$ cat src/hdl/stl_pkg.sv
// ----------------------------------------------------------------------------
// stl_pkg
// Shared types and codes for the source text lexer: beat payloads, token
// kinds, error codes, register indexes and queue sizing.
// ----------------------------------------------------------------------------
package stl_pkg;

  // configuration register indexes
  localparam int CFG_IDX_BITS = 2;
  localparam logic [CFG_IDX_BITS-1:0] CFG_ESCAPE = 2'd0;
  localparam logic [CFG_IDX_BITS-1:0] CFG_MARK   = 2'd1;

  // token kinds
  localparam logic [3:0] K_STRING = 4'd0;
  localparam logic [3:0] K_IDENT  = 4'd1;
  localparam logic [3:0] K_INT    = 4'd2;
  localparam logic [3:0] K_DEC    = 4'd3;
  localparam logic [3:0] K_LE     = 4'd4;
  localparam logic [3:0] K_LT     = 4'd5;
  localparam logic [3:0] K_GE     = 4'd6;
  localparam logic [3:0] K_GT     = 4'd7;
  localparam logic [3:0] K_EQEQ   = 4'd8;
  localparam logic [3:0] K_EQ     = 4'd9;
  localparam logic [3:0] K_NE     = 4'd10;
  localparam logic [3:0] K_BANG   = 4'd11;
  localparam logic [3:0] K_SINGLE = 4'd12;
  localparam logic [3:0] K_EOS    = 4'd13;
  localparam logic [3:0] K_ERR    = 4'd14;

  // error codes
  localparam logic [1:0] E_NONE     = 2'd0;
  localparam logic [1:0] E_NONASCII = 2'd1;
  localparam logic [1:0] E_MARK2    = 2'd2;
  localparam logic [1:0] E_UNTERM   = 2'd3;

  // records per byte and record queue sizing
  localparam int REC_SLOTS  = 3;
  localparam int Q_DEPTH    = 4;
  localparam int Q_PTR_BITS = 2;
  localparam int Q_CNT_BITS = 3;

  typedef struct packed {
    logic [7:0] text_byte;
    logic       final_byte;
  } in_item_t;

  typedef struct packed {
    logic [3:0]  rec_kind;
    logic [6:0]  char_code;
    logic [15:0] start_pos;
    logic [15:0] token_len;
    logic [15:0] line_num;
    logic [15:0] column_num;
    logic [1:0]  error_code;
    logic        last_result;
  } out_item_t;

  // all records caused by one byte
  typedef struct packed {
    logic [1:0]                     rec_cnt;
    out_item_t [REC_SLOTS-1:0]      recs;
  } bundle_t;

  // queue head as seen by the back end
  typedef struct packed {
    logic    valid;
    bundle_t bund;
  } q_head_t;

endpackage

$ cat src/hdl/stl_front.sv
// ----------------------------------------------------------------------------
// stl_front
// Scanner front end: holds the lexer state and the configuration registers,
// classifies each accepted byte and builds, combinationally, the records it causes.
// ----------------------------------------------------------------------------
module stl_front #(
  parameter int POS_BITS = 16
) (
  input  logic                              clk,
  input  logic                              rst_n,
  input  logic                              in_fire,
  input  stl_pkg::in_item_t                 in_data,
  input  logic                              cfg_fire,
  input  logic [stl_pkg::CFG_IDX_BITS-1:0]  cfg_index,
  input  logic [6:0]                        cfg_data,
  output logic                              push,
  output stl_pkg::bundle_t                  push_data
);
  import stl_pkg::*;

  localparam logic [2:0] M_IDLE   = 3'd0;
  localparam logic [2:0] M_STRING = 3'd1;
  localparam logic [2:0] M_IDENT  = 3'd2;
  localparam logic [2:0] M_OPER   = 3'd3;
  localparam logic [2:0] M_MINUS  = 3'd4;
  localparam logic [2:0] M_DIGIT  = 3'd5;
  localparam logic [2:0] M_MARK   = 3'd6;

  localparam logic [6:0] CH_SQUOTE = 7'h27;
  localparam logic [6:0] CH_DQUOTE = 7'h22;
  localparam logic [6:0] CH_LT     = 7'h3C;
  localparam logic [6:0] CH_GT     = 7'h3E;
  localparam logic [6:0] CH_EQ     = 7'h3D;
  localparam logic [6:0] CH_BANG   = 7'h21;
  localparam logic [6:0] CH_MINUS  = 7'h2D;
  localparam logic [6:0] CH_USCORE = 7'h5F;
  localparam logic [6:0] CH_NL     = 7'h0A;

  localparam logic [6:0] ESC_RESET  = 7'd92;
  localparam logic [6:0] MARK_RESET = 7'd46;

  logic [6:0]          esc_r, mark_r;
  logic [2:0]          mode_r, mode_nxt;
  logic [POS_BITS-1:0] pos_r, pos_nxt;
  logic [POS_BITS-1:0] tstart_r, tstart_nxt;
  logic [15:0]         line_r, line_nxt;
  logic [POS_BITS-1:0] lbeg_r, lbeg_nxt;
  logic [6:0]          held_r, held_nxt;
  logic [1:0]          flags_r, flags_nxt;
  logic                halted_r, halted_nxt;

  // working copies while one byte walks through the scanner
  logic [2:0]          mode_w;
  logic [POS_BITS-1:0] ts_w, lb_w, pos1, pos_end;
  logic [15:0]         ln_w;
  logic [6:0]          held_w;
  logic [1:0]          fl_w;
  logic                hlt_w, new_tok;
  logic [7:0]          b;
  logic [6:0]          c;
  logic                fin, is_ascii, is_alpha, is_digit, is_word;
  out_item_t           cand [4];
  logic [3:0]          cand_v;
  logic [1:0]          cnt;
  bundle_t             bund;

  function automatic logic [15:0] lo16(logic [POS_BITS-1:0] v);
    logic [31:0] w;
    w = 32'(v);
    return w[15:0];
  endfunction

  function automatic out_item_t make_rec(logic [3:0] kind, logic [6:0] code,
                                         logic [POS_BITS-1:0] start,
                                         logic [POS_BITS-1:0] len,
                                         logic [15:0] line,
                                         logic [POS_BITS-1:0] lbeg,
                                         logic [1:0] err);
    out_item_t           r;
    logic [POS_BITS-1:0] col;
    col           = start - lbeg;
    r.rec_kind    = kind;
    r.char_code   = code;
    r.start_pos   = lo16(start);
    r.token_len   = lo16(len);
    r.line_num    = line;
    r.column_num  = lo16(col);
    r.error_code  = err;
    r.last_result = 1'b0;
    return r;
  endfunction

  function automatic logic [3:0] op_kind(logic [6:0] op, logic two);
    logic [3:0] k;
    case (op)
      CH_LT:   k = two ? K_LE : K_LT;
      CH_GT:   k = two ? K_GE : K_GT;
      CH_EQ:   k = two ? K_EQEQ : K_EQ;
      default: k = two ? K_NE : K_BANG;
    endcase
    return k;
  endfunction

  always_comb begin
    b        = in_data.text_byte;
    fin      = in_data.final_byte;
    c        = b[6:0];
    is_ascii = ~b[7];
    is_alpha = (b >= 8'h61 && b <= 8'h7A) || (b >= 8'h41 && b <= 8'h5A);
    is_digit = (b >= 8'h30 && b <= 8'h39);
    is_word  = is_alpha || is_digit || (b == {1'b0, CH_USCORE});

    mode_w  = mode_r;
    ts_w    = tstart_r;
    ln_w    = line_r;
    lb_w    = lbeg_r;
    held_w  = held_r;
    fl_w    = flags_r;
    hlt_w   = halted_r;
    pos1    = pos_r + 1'b1;
    pos_end = pos1;
    new_tok = 1'b0;
    cand_v  = '0;
    for (int i = 0; i < 4; i++) begin
      cand[i] = '0;
    end

    if (!halted_r) begin
      // slot 0: the pending token reacts to this byte
      if (mode_r == M_IDLE) begin
        new_tok = 1'b1;
      end else begin
        case (mode_r)
          M_STRING: begin
            if (b == {1'b0, held_r} && flags_r == 2'd0) begin
              cand[0] = make_rec(K_STRING, 7'd0, ts_w, pos_r - ts_w, ln_w, lb_w, E_NONE);
              cand_v[0] = 1'b1;
              mode_w = M_IDLE;
            end else begin
              fl_w = {1'b0, b == {1'b0, esc_r}};
            end
          end
          M_IDENT: begin
            if (!is_word) begin
              cand[0] = make_rec(K_IDENT, 7'd0, ts_w, pos_r - ts_w, ln_w, lb_w, E_NONE);
              cand_v[0] = 1'b1;
              mode_w  = M_IDLE;
              new_tok = 1'b1;
            end
          end
          M_OPER: begin
            mode_w = M_IDLE;
            cand_v[0] = 1'b1;
            if (b == {1'b0, CH_EQ}) begin
              cand[0] = make_rec(op_kind(held_r, 1'b1), 7'd0, ts_w, POS_BITS'(2), ln_w,
                                 lb_w, E_NONE);
            end else begin
              cand[0] = make_rec(op_kind(held_r, 1'b0), 7'd0, ts_w, POS_BITS'(1), ln_w,
                                 lb_w, E_NONE);
              new_tok = 1'b1;
            end
          end
          M_MINUS: begin
            if (is_digit) begin
              mode_w = M_DIGIT;
            end else begin
              cand[0] = make_rec(K_SINGLE, CH_MINUS, ts_w, POS_BITS'(1), ln_w, lb_w, E_NONE);
              cand_v[0] = 1'b1;
              mode_w  = M_IDLE;
              new_tok = 1'b1;
            end
          end
          M_DIGIT: begin
            if (b == {1'b0, mark_r}) begin
              if (flags_r[0]) begin
                cand[0] = make_rec(K_ERR, 7'd0, ts_w, pos1 - ts_w, ln_w, lb_w, E_MARK2);
                cand_v[0] = 1'b1;
                hlt_w  = 1'b1;
                mode_w = M_IDLE;
              end else begin
                fl_w[0] = 1'b1;
                mode_w  = M_MARK;
              end
            end else if (!is_digit) begin
              cand[0] = make_rec(flags_r[0] ? K_DEC : K_INT, 7'd0, ts_w, pos_r - ts_w, ln_w,
                                 lb_w, E_NONE);
              cand_v[0] = 1'b1;
              mode_w  = M_IDLE;
              new_tok = 1'b1;
            end
          end
          M_MARK: begin
            if (is_digit) begin
              mode_w = M_DIGIT;
            end else begin
              cand[0] = make_rec(flags_r[0] ? K_DEC : K_INT, 7'd0, ts_w, pos_r - ts_w, ln_w,
                                 lb_w, E_NONE);
              cand_v[0] = 1'b1;
              mode_w  = M_IDLE;
              new_tok = 1'b1;
            end
          end
          default: begin
            mode_w  = M_IDLE;
            new_tok = 1'b1;
          end
        endcase
      end

      // slot 1: this byte opens a token
      if (new_tok) begin
        ts_w = pos_r;
        if (!is_ascii) begin
          cand[1] = make_rec(K_ERR, 7'd0, pos_r, pos1 - pos_r, ln_w, lb_w, E_NONASCII);
          cand_v[1] = 1'b1;
          hlt_w  = 1'b1;
          mode_w = M_IDLE;
        end else if (c == CH_SQUOTE || c == CH_DQUOTE) begin
          mode_w = M_STRING;
          held_w = c;
          fl_w   = {1'b0, c == esc_r};
          ts_w   = pos1;
        end else if (c == CH_LT || c == CH_GT || c == CH_EQ || c == CH_BANG) begin
          mode_w = M_OPER;
          held_w = c;
        end else if (is_alpha || c == CH_USCORE) begin
          mode_w = M_IDENT;
        end else if (is_digit) begin
          mode_w = M_DIGIT;
          fl_w   = 2'd0;
        end else if (c == CH_MINUS) begin
          mode_w = M_MINUS;
          fl_w   = 2'd2;
        end else begin
          // newline record already carries the advanced line
          if (c == CH_NL) begin
            if (ln_w != 16'hFFFF) begin
              ln_w = ln_w + 16'd1;
            end
            lb_w = pos1;
          end
          cand[1] = make_rec(K_SINGLE, c, pos_r, POS_BITS'(1), ln_w, lb_w, E_NONE);
          cand_v[1] = 1'b1;
        end
      end

      // slots 2 and 3: flush and end of stream on the last byte
      if (fin && !hlt_w) begin
        case (mode_w)
          M_STRING: begin
            cand[2] = make_rec(K_ERR, 7'd0, ts_w, pos_end - ts_w, ln_w, lb_w, E_UNTERM);
            cand_v[2] = 1'b1;
            hlt_w = 1'b1;
          end
          M_IDENT: begin
            cand[2] = make_rec(K_IDENT, 7'd0, ts_w, pos_end - ts_w, ln_w, lb_w, E_NONE);
            cand_v[2] = 1'b1;
          end
          M_OPER: begin
            cand[2] = make_rec(op_kind(held_w, 1'b0), 7'd0, ts_w, POS_BITS'(1), ln_w, lb_w,
                               E_NONE);
            cand_v[2] = 1'b1;
          end
          M_MINUS: begin
            cand[2] = make_rec(K_SINGLE, CH_MINUS, ts_w, POS_BITS'(1), ln_w, lb_w, E_NONE);
            cand_v[2] = 1'b1;
          end
          M_DIGIT, M_MARK: begin
            cand[2] = make_rec(fl_w[0] ? K_DEC : K_INT, 7'd0, ts_w, pos_end - ts_w, ln_w,
                               lb_w, E_NONE);
            cand_v[2] = 1'b1;
          end
          default: begin
          end
        endcase
        if (!hlt_w) begin
          cand[3] = make_rec(K_EOS, 7'd0, pos_end, POS_BITS'(1), ln_w, lb_w, E_NONE);
          cand_v[3] = 1'b1;
        end
        mode_w = M_IDLE;
      end
    end

    // pack the valid slots in order, at most three per byte
    bund = '0;
    cnt  = 2'd0;
    for (int i = 0; i < 4; i++) begin
      if (cand_v[i] && cnt != 2'd3) begin
        bund.recs[cnt] = cand[i];
        cnt = cnt + 2'd1;
      end
    end
    if (cnt != 2'd0) begin
      bund.recs[cnt - 2'd1].last_result = 1'b1;
    end
    bund.rec_cnt = cnt;

    if (fin) begin
      mode_nxt   = M_IDLE;
      pos_nxt    = '0;
      tstart_nxt = '0;
      line_nxt   = 16'd1;
      lbeg_nxt   = '0;
      held_nxt   = 7'd0;
      flags_nxt  = 2'd0;
      halted_nxt = 1'b0;
    end else begin
      mode_nxt   = mode_w;
      pos_nxt    = pos1;
      tstart_nxt = ts_w;
      line_nxt   = ln_w;
      lbeg_nxt   = lb_w;
      held_nxt   = held_w;
      flags_nxt  = fl_w;
      halted_nxt = hlt_w;
    end
  end

  assign push      = in_fire && (cnt != 2'd0);
  assign push_data = bund;

  always_ff @(posedge clk) begin
    if (!rst_n) begin
      mode_r   <= M_IDLE;
      pos_r    <= '0;
      tstart_r <= '0;
      line_r   <= 16'd1;
      lbeg_r   <= '0;
      held_r   <= 7'd0;
      flags_r  <= 2'd0;
      halted_r <= 1'b0;
    end else if (in_fire) begin
      mode_r   <= mode_nxt;
      pos_r    <= pos_nxt;
      tstart_r <= tstart_nxt;
      line_r   <= line_nxt;
      lbeg_r   <= lbeg_nxt;
      held_r   <= held_nxt;
      flags_r  <= flags_nxt;
      halted_r <= halted_nxt;
    end
  end

  always_ff @(posedge clk) begin
    if (!rst_n) begin
      esc_r  <= ESC_RESET;
      mark_r <= MARK_RESET;
    end else if (cfg_fire) begin
      if (cfg_index == CFG_ESCAPE) begin
        esc_r <= cfg_data;
      end else if (cfg_index == CFG_MARK) begin
        mark_r <= cfg_data;
      end
    end
  end

  a_halt_idle: assert property (@(posedge clk) disable iff (!rst_n)
    halted_r |-> mode_r == M_IDLE)
    else $error("halted scanner holds a pending token");

  a_line_nonzero: assert property (@(posedge clk) disable iff (!rst_n)
    line_r != 16'd0)
    else $error("line count reached zero");

  a_final_restart: assert property (@(posedge clk) disable iff (!rst_n)
    in_fire && in_data.final_byte |=> pos_r == '0 && line_r == 16'd1 && !halted_r)
    else $error("scanner did not restart after the last byte");

  a_pos_step: assert property (@(posedge clk) disable iff (!rst_n)
    in_fire && !in_data.final_byte |=> pos_r == POS_BITS'($past(pos_r) + 1'b1))
    else $error("position did not advance by one");

endmodule

$ cat src/hdl/stl_fifo.sv
// ----------------------------------------------------------------------------
// stl_fifo
// Small queue of record bundles between the scanner and the output drain,
// one bundle per byte that caused records.
// ----------------------------------------------------------------------------
module stl_fifo (
  input  logic              clk,
  input  logic              rst_n,
  input  logic              push,
  input  stl_pkg::bundle_t  push_data,
  input  logic              pop,
  output logic              full,
  output stl_pkg::q_head_t  head
);
  import stl_pkg::*;

  bundle_t                q_mem [Q_DEPTH];
  logic [Q_PTR_BITS-1:0]  wr_ptr_r, rd_ptr_r;
  logic [Q_CNT_BITS-1:0]  cnt_r, cnt_nxt;

  assign full       = (cnt_r == Q_CNT_BITS'(Q_DEPTH));
  assign head.valid = (cnt_r != '0);
  assign head.bund  = q_mem[rd_ptr_r];

  always_comb begin
    cnt_nxt = cnt_r;
    if (push && !pop) begin
      cnt_nxt = cnt_r + 1'b1;
    end else if (pop && !push) begin
      cnt_nxt = cnt_r - 1'b1;
    end
  end

  always_ff @(posedge clk) begin
    if (push) begin
      q_mem[wr_ptr_r] <= push_data;
    end
  end

  always_ff @(posedge clk) begin
    if (!rst_n) begin
      wr_ptr_r <= '0;
      rd_ptr_r <= '0;
      cnt_r    <= '0;
    end else begin
      cnt_r <= cnt_nxt;
      if (push) begin
        wr_ptr_r <= wr_ptr_r + 1'b1;
      end
      if (pop) begin
        rd_ptr_r <= rd_ptr_r + 1'b1;
      end
    end
  end

endmodule

$ cat src/hdl/stl_back.sv
// ----------------------------------------------------------------------------
// stl_back
// Output drain: walks the records of the bundle at the queue head, one beat
// per cycle while out_ready is high, and releases the bundle after its last record.
// ----------------------------------------------------------------------------
module stl_back (
  input  logic                clk,
  input  logic                rst_n,
  input  stl_pkg::q_head_t    head,
  output logic                pop,
  output logic                out_valid,
  input  logic                out_ready,
  output stl_pkg::out_item_t  out_data
);
  import stl_pkg::*;

  logic [1:0] sub_r, sub_nxt;
  logic       out_fire, at_last;

  assign out_valid = head.valid;
  assign out_data  = head.bund.recs[sub_r];
  assign out_fire  = out_valid && out_ready;
  assign at_last   = (sub_r == head.bund.rec_cnt - 2'd1);
  assign pop       = out_fire && at_last;

  always_comb begin
    sub_nxt = sub_r;
    if (out_fire) begin
      sub_nxt = at_last ? 2'd0 : sub_r + 2'd1;
    end
  end

  always_ff @(posedge clk) begin
    if (!rst_n) begin
      sub_r <= 2'd0;
    end else begin
      sub_r <= sub_nxt;
    end
  end

endmodule

$ cat src/hdl/source_text_lexer_core.sv
// ----------------------------------------------------------------------------
// source_text_lexer_core
// Byte-in, token-record-out lexer with a decoupled scanner and output drain.
// ----------------------------------------------------------------------------
// The scanner takes one source byte per cycle and turns it, in that same
// cycle, into the zero to three token records it causes; these go as one
// bundle into a four-entry queue, and the drain sends one record per cycle on
// the output while it is ready. A byte is accepted whenever the queue has
// room, so the input runs at one byte per cycle as long as bytes average at
// most one record; a byte that causes k records holds the output for k beats,
// and the queue rides out bursts of up to four such bytes. A record appears
// on the output the cycle after its byte is accepted at the earliest.
// Configuration writes are always taken and act on the next byte.
module source_text_lexer_core #(
  parameter int POS_BITS = 16
) (
  input  logic                              clk,
  input  logic                              rst_n,
  input  logic                              in_valid,
  output logic                              in_ready,
  input  stl_pkg::in_item_t                 in_data,
  output logic                              out_valid,
  input  logic                              out_ready,
  output stl_pkg::out_item_t                out_data,
  input  logic                              cfg_valid,
  output logic                              cfg_ready,
  input  logic [stl_pkg::CFG_IDX_BITS-1:0]  cfg_index,
  input  logic [6:0]                        cfg_data
);
  import stl_pkg::*;

  logic     push, pop, full, in_fire;
  bundle_t  push_data;
  q_head_t  head;

  assign in_ready  = !full;
  assign in_fire   = in_valid && in_ready;
  assign cfg_ready = 1'b1;

  stl_front #(
    .POS_BITS (POS_BITS)
  ) u_front (
    .clk       (clk),
    .rst_n     (rst_n),
    .in_fire   (in_fire),
    .in_data   (in_data),
    .cfg_fire  (cfg_valid && cfg_ready),
    .cfg_index (cfg_index),
    .cfg_data  (cfg_data),
    .push      (push),
    .push_data (push_data)
  );

  stl_fifo u_fifo (
    .clk       (clk),
    .rst_n     (rst_n),
    .push      (push),
    .push_data (push_data),
    .pop       (pop),
    .full      (full),
    .head      (head)
  );

  stl_back u_back (
    .clk       (clk),
    .rst_n     (rst_n),
    .head      (head),
    .pop       (pop),
    .out_valid (out_valid),
    .out_ready (out_ready),
    .out_data  (out_data)
  );

endmodule
$ cat config.mk
export PLATFORM = sky130hd
export DESIGN_NAME = source_text_lexer_core
export DESIGN_NICKNAME = d
export VERILOG_FILES = /design/src/hdl/stl_pkg.sv /design/src/hdl/stl_front.sv /design/src/hdl/stl_fifo.sv /design/src/hdl/stl_back.sv /design/src/hdl/source_text_lexer_core.sv
export SDC_FILE = /design/constraint.sdc
export NUM_CORES = 2
export LEC_CHECK = 0
export BUFFER_PORTS_ARGS = -buffer_cell sky130_fd_sc_hd__buf_2
export CAP_MARGIN = 20
export CORE_UTILIZATION = 45
export DETAILED_ROUTE_END_ITERATION = 10
export GPL_ROUTABILITY_DRIVEN = 0
export PLACE_DENSITY = 0.65
export SLEW_MARGIN = 20
export SYNTH_ARGS = -nofsm -noshare
export SYNTH_HDL_FRONTEND = slang
export SYNTH_HIERARCHICAL = 1
export SYNTH_SLANG_ARGS = --single-unit
$ cat constraint.sdc
create_clock -name clk -period 15.5 [get_ports clk]
set_input_delay 0 -clock clk [delete_from_list [all_inputs] [get_ports clk]]
set_output_delay 0 -clock clk [all_outputs]
set_load 0.05 [all_outputs]
==> impl_results.md <==
* Status: finished clean
* Drt drc at 0
* Max-cap violation count at 0
* Fin crit share at 54.0%
* # hold bufs at CTS at 31
* Die W at 345 um
* Area Overhead vs Synth at 10.8%
* Largest net degree at the start of global routing at 141
* Peak VDD IR at 0.100 mV
* Register area share after synthesis at 57.4%
* Ys Warns at 6
* Starting density of the core at 45.5%
* Met1 usage at 37.1%
* Dpl cell area at 0.0547 mm^2
* DPL Wire Length at 103000 um
* Congestion Overflow GR at 0
* TritonCTS Buffers at 108
* Top_reg_cell synth: edfxtp_1
* Slew Limit Fails at 0
* Worst path required time at 15.83 ns
* Synth unique cells at 113
* Clk root buf: clkbuf_16
* Final Skew at 0.0411 ns
* Post-synth ARST share at 0%
* Finished Cell Area at 0.0586 mm^2
* Critical path endpoint category: flip-flop
* Via count at 36.2k
* Crit path setup slack, layout at 7.13 ns
* Vert. Die Dim at 345 um
* Final Hold Vio Count at 0
* Final #Nets at 4272
* Drt pass-1 iters at 7
* Antenna Nets Post-Route at 0
* Clock transition at path regs at 0.06 ns
* Layout Cells excl Fill at 5711
* Layout cells sized above 1 at 15.5%
* Area of the multi-input gates at 0.0208 mm^2
* Clk sinks at 1046
* R2R Setup Slk at 7.13 ns
* Clk buf depth at 3
* Pwr dens at 138 mW/mm^2
* Layout filler cell count at 9878
* Core box area at 0.116 mm^2
* First-iteration detailed-routing DRC count at 4899
* Crit path max fanout at 60
* Drt wl/cell at 27.0 um
* Ports at 104
* Met3 Use GR at 6.02%
* Initial antenna violation count at 6
* WHS Path Cells at 4
* WS Path Type: flip-flop to flip-flop
* End of the worst register-to-register path: u_fifo/q_mem[0][100]
* RSZ-0062 raised after global routing: no
* Post-placement cell count at 5480
* CTS tree: built
* Syn avg cell area at 13.1 um^2
* Slew HR at 8.32%
* Reg-to-reg startpoint: u_front/mark_r[2]
* Number of core rows at 125
* Hold Worst Slack at 0.0463 ns
* Reg2reg path depth at 21
* First-pass GRT wire length at 226000 um
* Post-Syn Area at 0.0529 mm^2
* Worst setup SP type: flip-flop
* Seq. cell area at 0.0304 mm^2
* Met2 Usage GRT at 37.8%
* Syn Inst Count at 4049
* I/O Buffers at 102
* Tot GR Track Use at 25.7%
* WL final at 154000 um
* Fmax at 0.120 GHz
* Hold Path Class: input pin to flip-flop
* Number of synthesized flops with an enable pin at 944
* Tightest Pin Transition at 1.38 ns
* Arrival time at the worst endpoint at 8.70 ns
* Clock Latency Late Sink at 0.74 ns
* Grt peak-use layer: met2
* Pleak at 0.0192 uW
* CP startpoint: u_front/mark_r[2]
* Setup bufs post-CTS at 0
* CP endpoint: u_fifo/q_mem[0][100]
* Die area at 0.119 mm^2
* H-tree depth at 3
* Post_cts resized at 0
* Vias in the first global route at 34.0k
* Total negative slack at 0 ns
* DP Worst Slack at 7.32 ns
* Final setup viols at 0
* Post-DR vias/cell at 6.34
* Crit path time final at 8.37 ns
* Synth Register Bits at 1046
## cells in the final DEF, fill, tap and decap left out, drive strengths merged, types with 31 or more instances in the layout
cell,instances
inv,143
and2,75
mux4,236
xnor2,104
nor2,239
nand3,91
a21oi,173
o211ai,53
dfxtp,102
nor3,40
clkinv,38
ha,145
o22ai,66
edfxtp,944
a22oi,34
nand2,349
mux2i,107
xor2,63
dlygate4sd3,31
clkbuf,134
and3,40
nor2b,52
o21ai,309
buf,173
## through the flow
step / total power [uW] / utilization, %
after global routing: 8390 / 50.4
after floorplan: 5070 / -
after global placement: 5540 / 47.0
after detailed placement: 5570 / 47.0
final: 8100 / 50.4
after CTS: 8160 / 50.4
## synthesized netlist by cell type (34+ instances only)
master | n | area (um^2)
o211ai_1 | 52 | 390
and3_1 | 40 | 250
clkbuf_1 | 131 | 492
dfxtp_1 | 102 | 2040
mux2i_1 | 106 | 1060
buf_2 | 74 | 370
o22ai_1 | 65 | 407
o21ai_1 | 109 | 546
inv_1 | 133 | 499
xor2_1 | 63 | 552
and2_1 | 74 | 463
o21ai_0 | 199 | 996
nor2b_1 | 52 | 325
mux4_2 | 236 | 5320
nor2_1 | 234 | 878
a22oi_1 | 34 | 255
nor3_1 | 39 | 195
nand2_1 | 348 | 1310
ha_1 | 145 | 1810
buf_4 | 34 | 255
nand3_1 | 89 | 445
edfxtp_1 | 944 | 28300
xnor2_1 | 103 | 902
a21oi_1 | 169 | 846
## worst min path at each step
stage,startpoint,endpoint
floorplan,rst_n,flip-flop
global placement,cfg_data[5],u_front/mark_r[5]
detailed placement,cfg_data[3],u_front/mark_r[3]
CTS,cfg_data[2],u_front/esc_r[2]
global route,cfg_data[2],u_front/esc_r[2]
finish,cfg_data[2],u_front/esc_r[2]
## registers in the layout, indices dropped and copies added (netlist names), 3 cells and up, named ones only
signal            flops
u_fifo/q_mem        944
u_front/lbeg_r       16
u_front/line_r       16
u_front/pos_r        16
u_front/tstart_r     16
u_front/esc_r         7
u_front/held_r        7
u_front/mark_r        7
u_fifo/cnt_r          3
u_front/mode_r        3
## report_power, final
part | internal, uW | total, uW | switching, uW
Combinational | 643 | 1990 | 1350
Clock | 1480 | 2600 | 1120
Sequential | 3400 | 3510 | 101
Total | 5530 | 8100 | 2570
## worst max-delay path, stage by stage (launching register included)
cell	delay, ns
dfxtp_1	0.32
xor2_1	0.18
nor4_4	0.56
a211o_2	0.30
nand3_2	0.55
nand2_1	0.60
nor2_1	0.10
buf_4	0.24
ha_1	0.37
nand2_1	0.15
nand2_1	0.12
a211o_2	0.31
o21ai_1	0.21
inv_1	0.14
ha_1	0.23
nor2_2	0.19
and2_1	0.29
mux2_2	0.41
a21boi_0	0.82
and2_4	0.30
buf_4	0.58
buf_4	0.84
## layer usage
metal	vias to the layer above	part of all wire (%)
met5	-	0.045
met4	10	4.1
met3	406	10
met2	2049	44
met1	18000	42
li1	15700	-
## cell type report
| cell class | instances | area share, % |
|---|---|---|
| multi-input combinational | 2603 | 35.5 |
| inverter | 134 | 0.858 |
| clock buffer | 134 | 4.83 |
| clock inverter | 65 | 1.26 |
| sequential | 1046 | 51.9 |
| tap | 1524 | 3.25 |
| timing repair buffer | 204 | 2.42 |
| antenna | 1 | 0.00427 |
## cell families (layout without fill, tap and decap cells)
group / after synthesis / count (layout) / share of synthesized area (%)
buffers and inverters: 402 / 537 / 3.39
xor gates and xnor gates: 167 / 167 / 2.78
adders and majority gates: 154 / 154 / 3.73
DFF: 1046 / 1046 / 57.4
muxes: 347 / 347 / 12.2
and+or+nand+nor: 999 / 999 / 9.04
AOI/OAI and AO/OA: 932 / 932 / 11.5
other: 2 / 5 / 0.0142
Power figures use the tool's default switching activity.
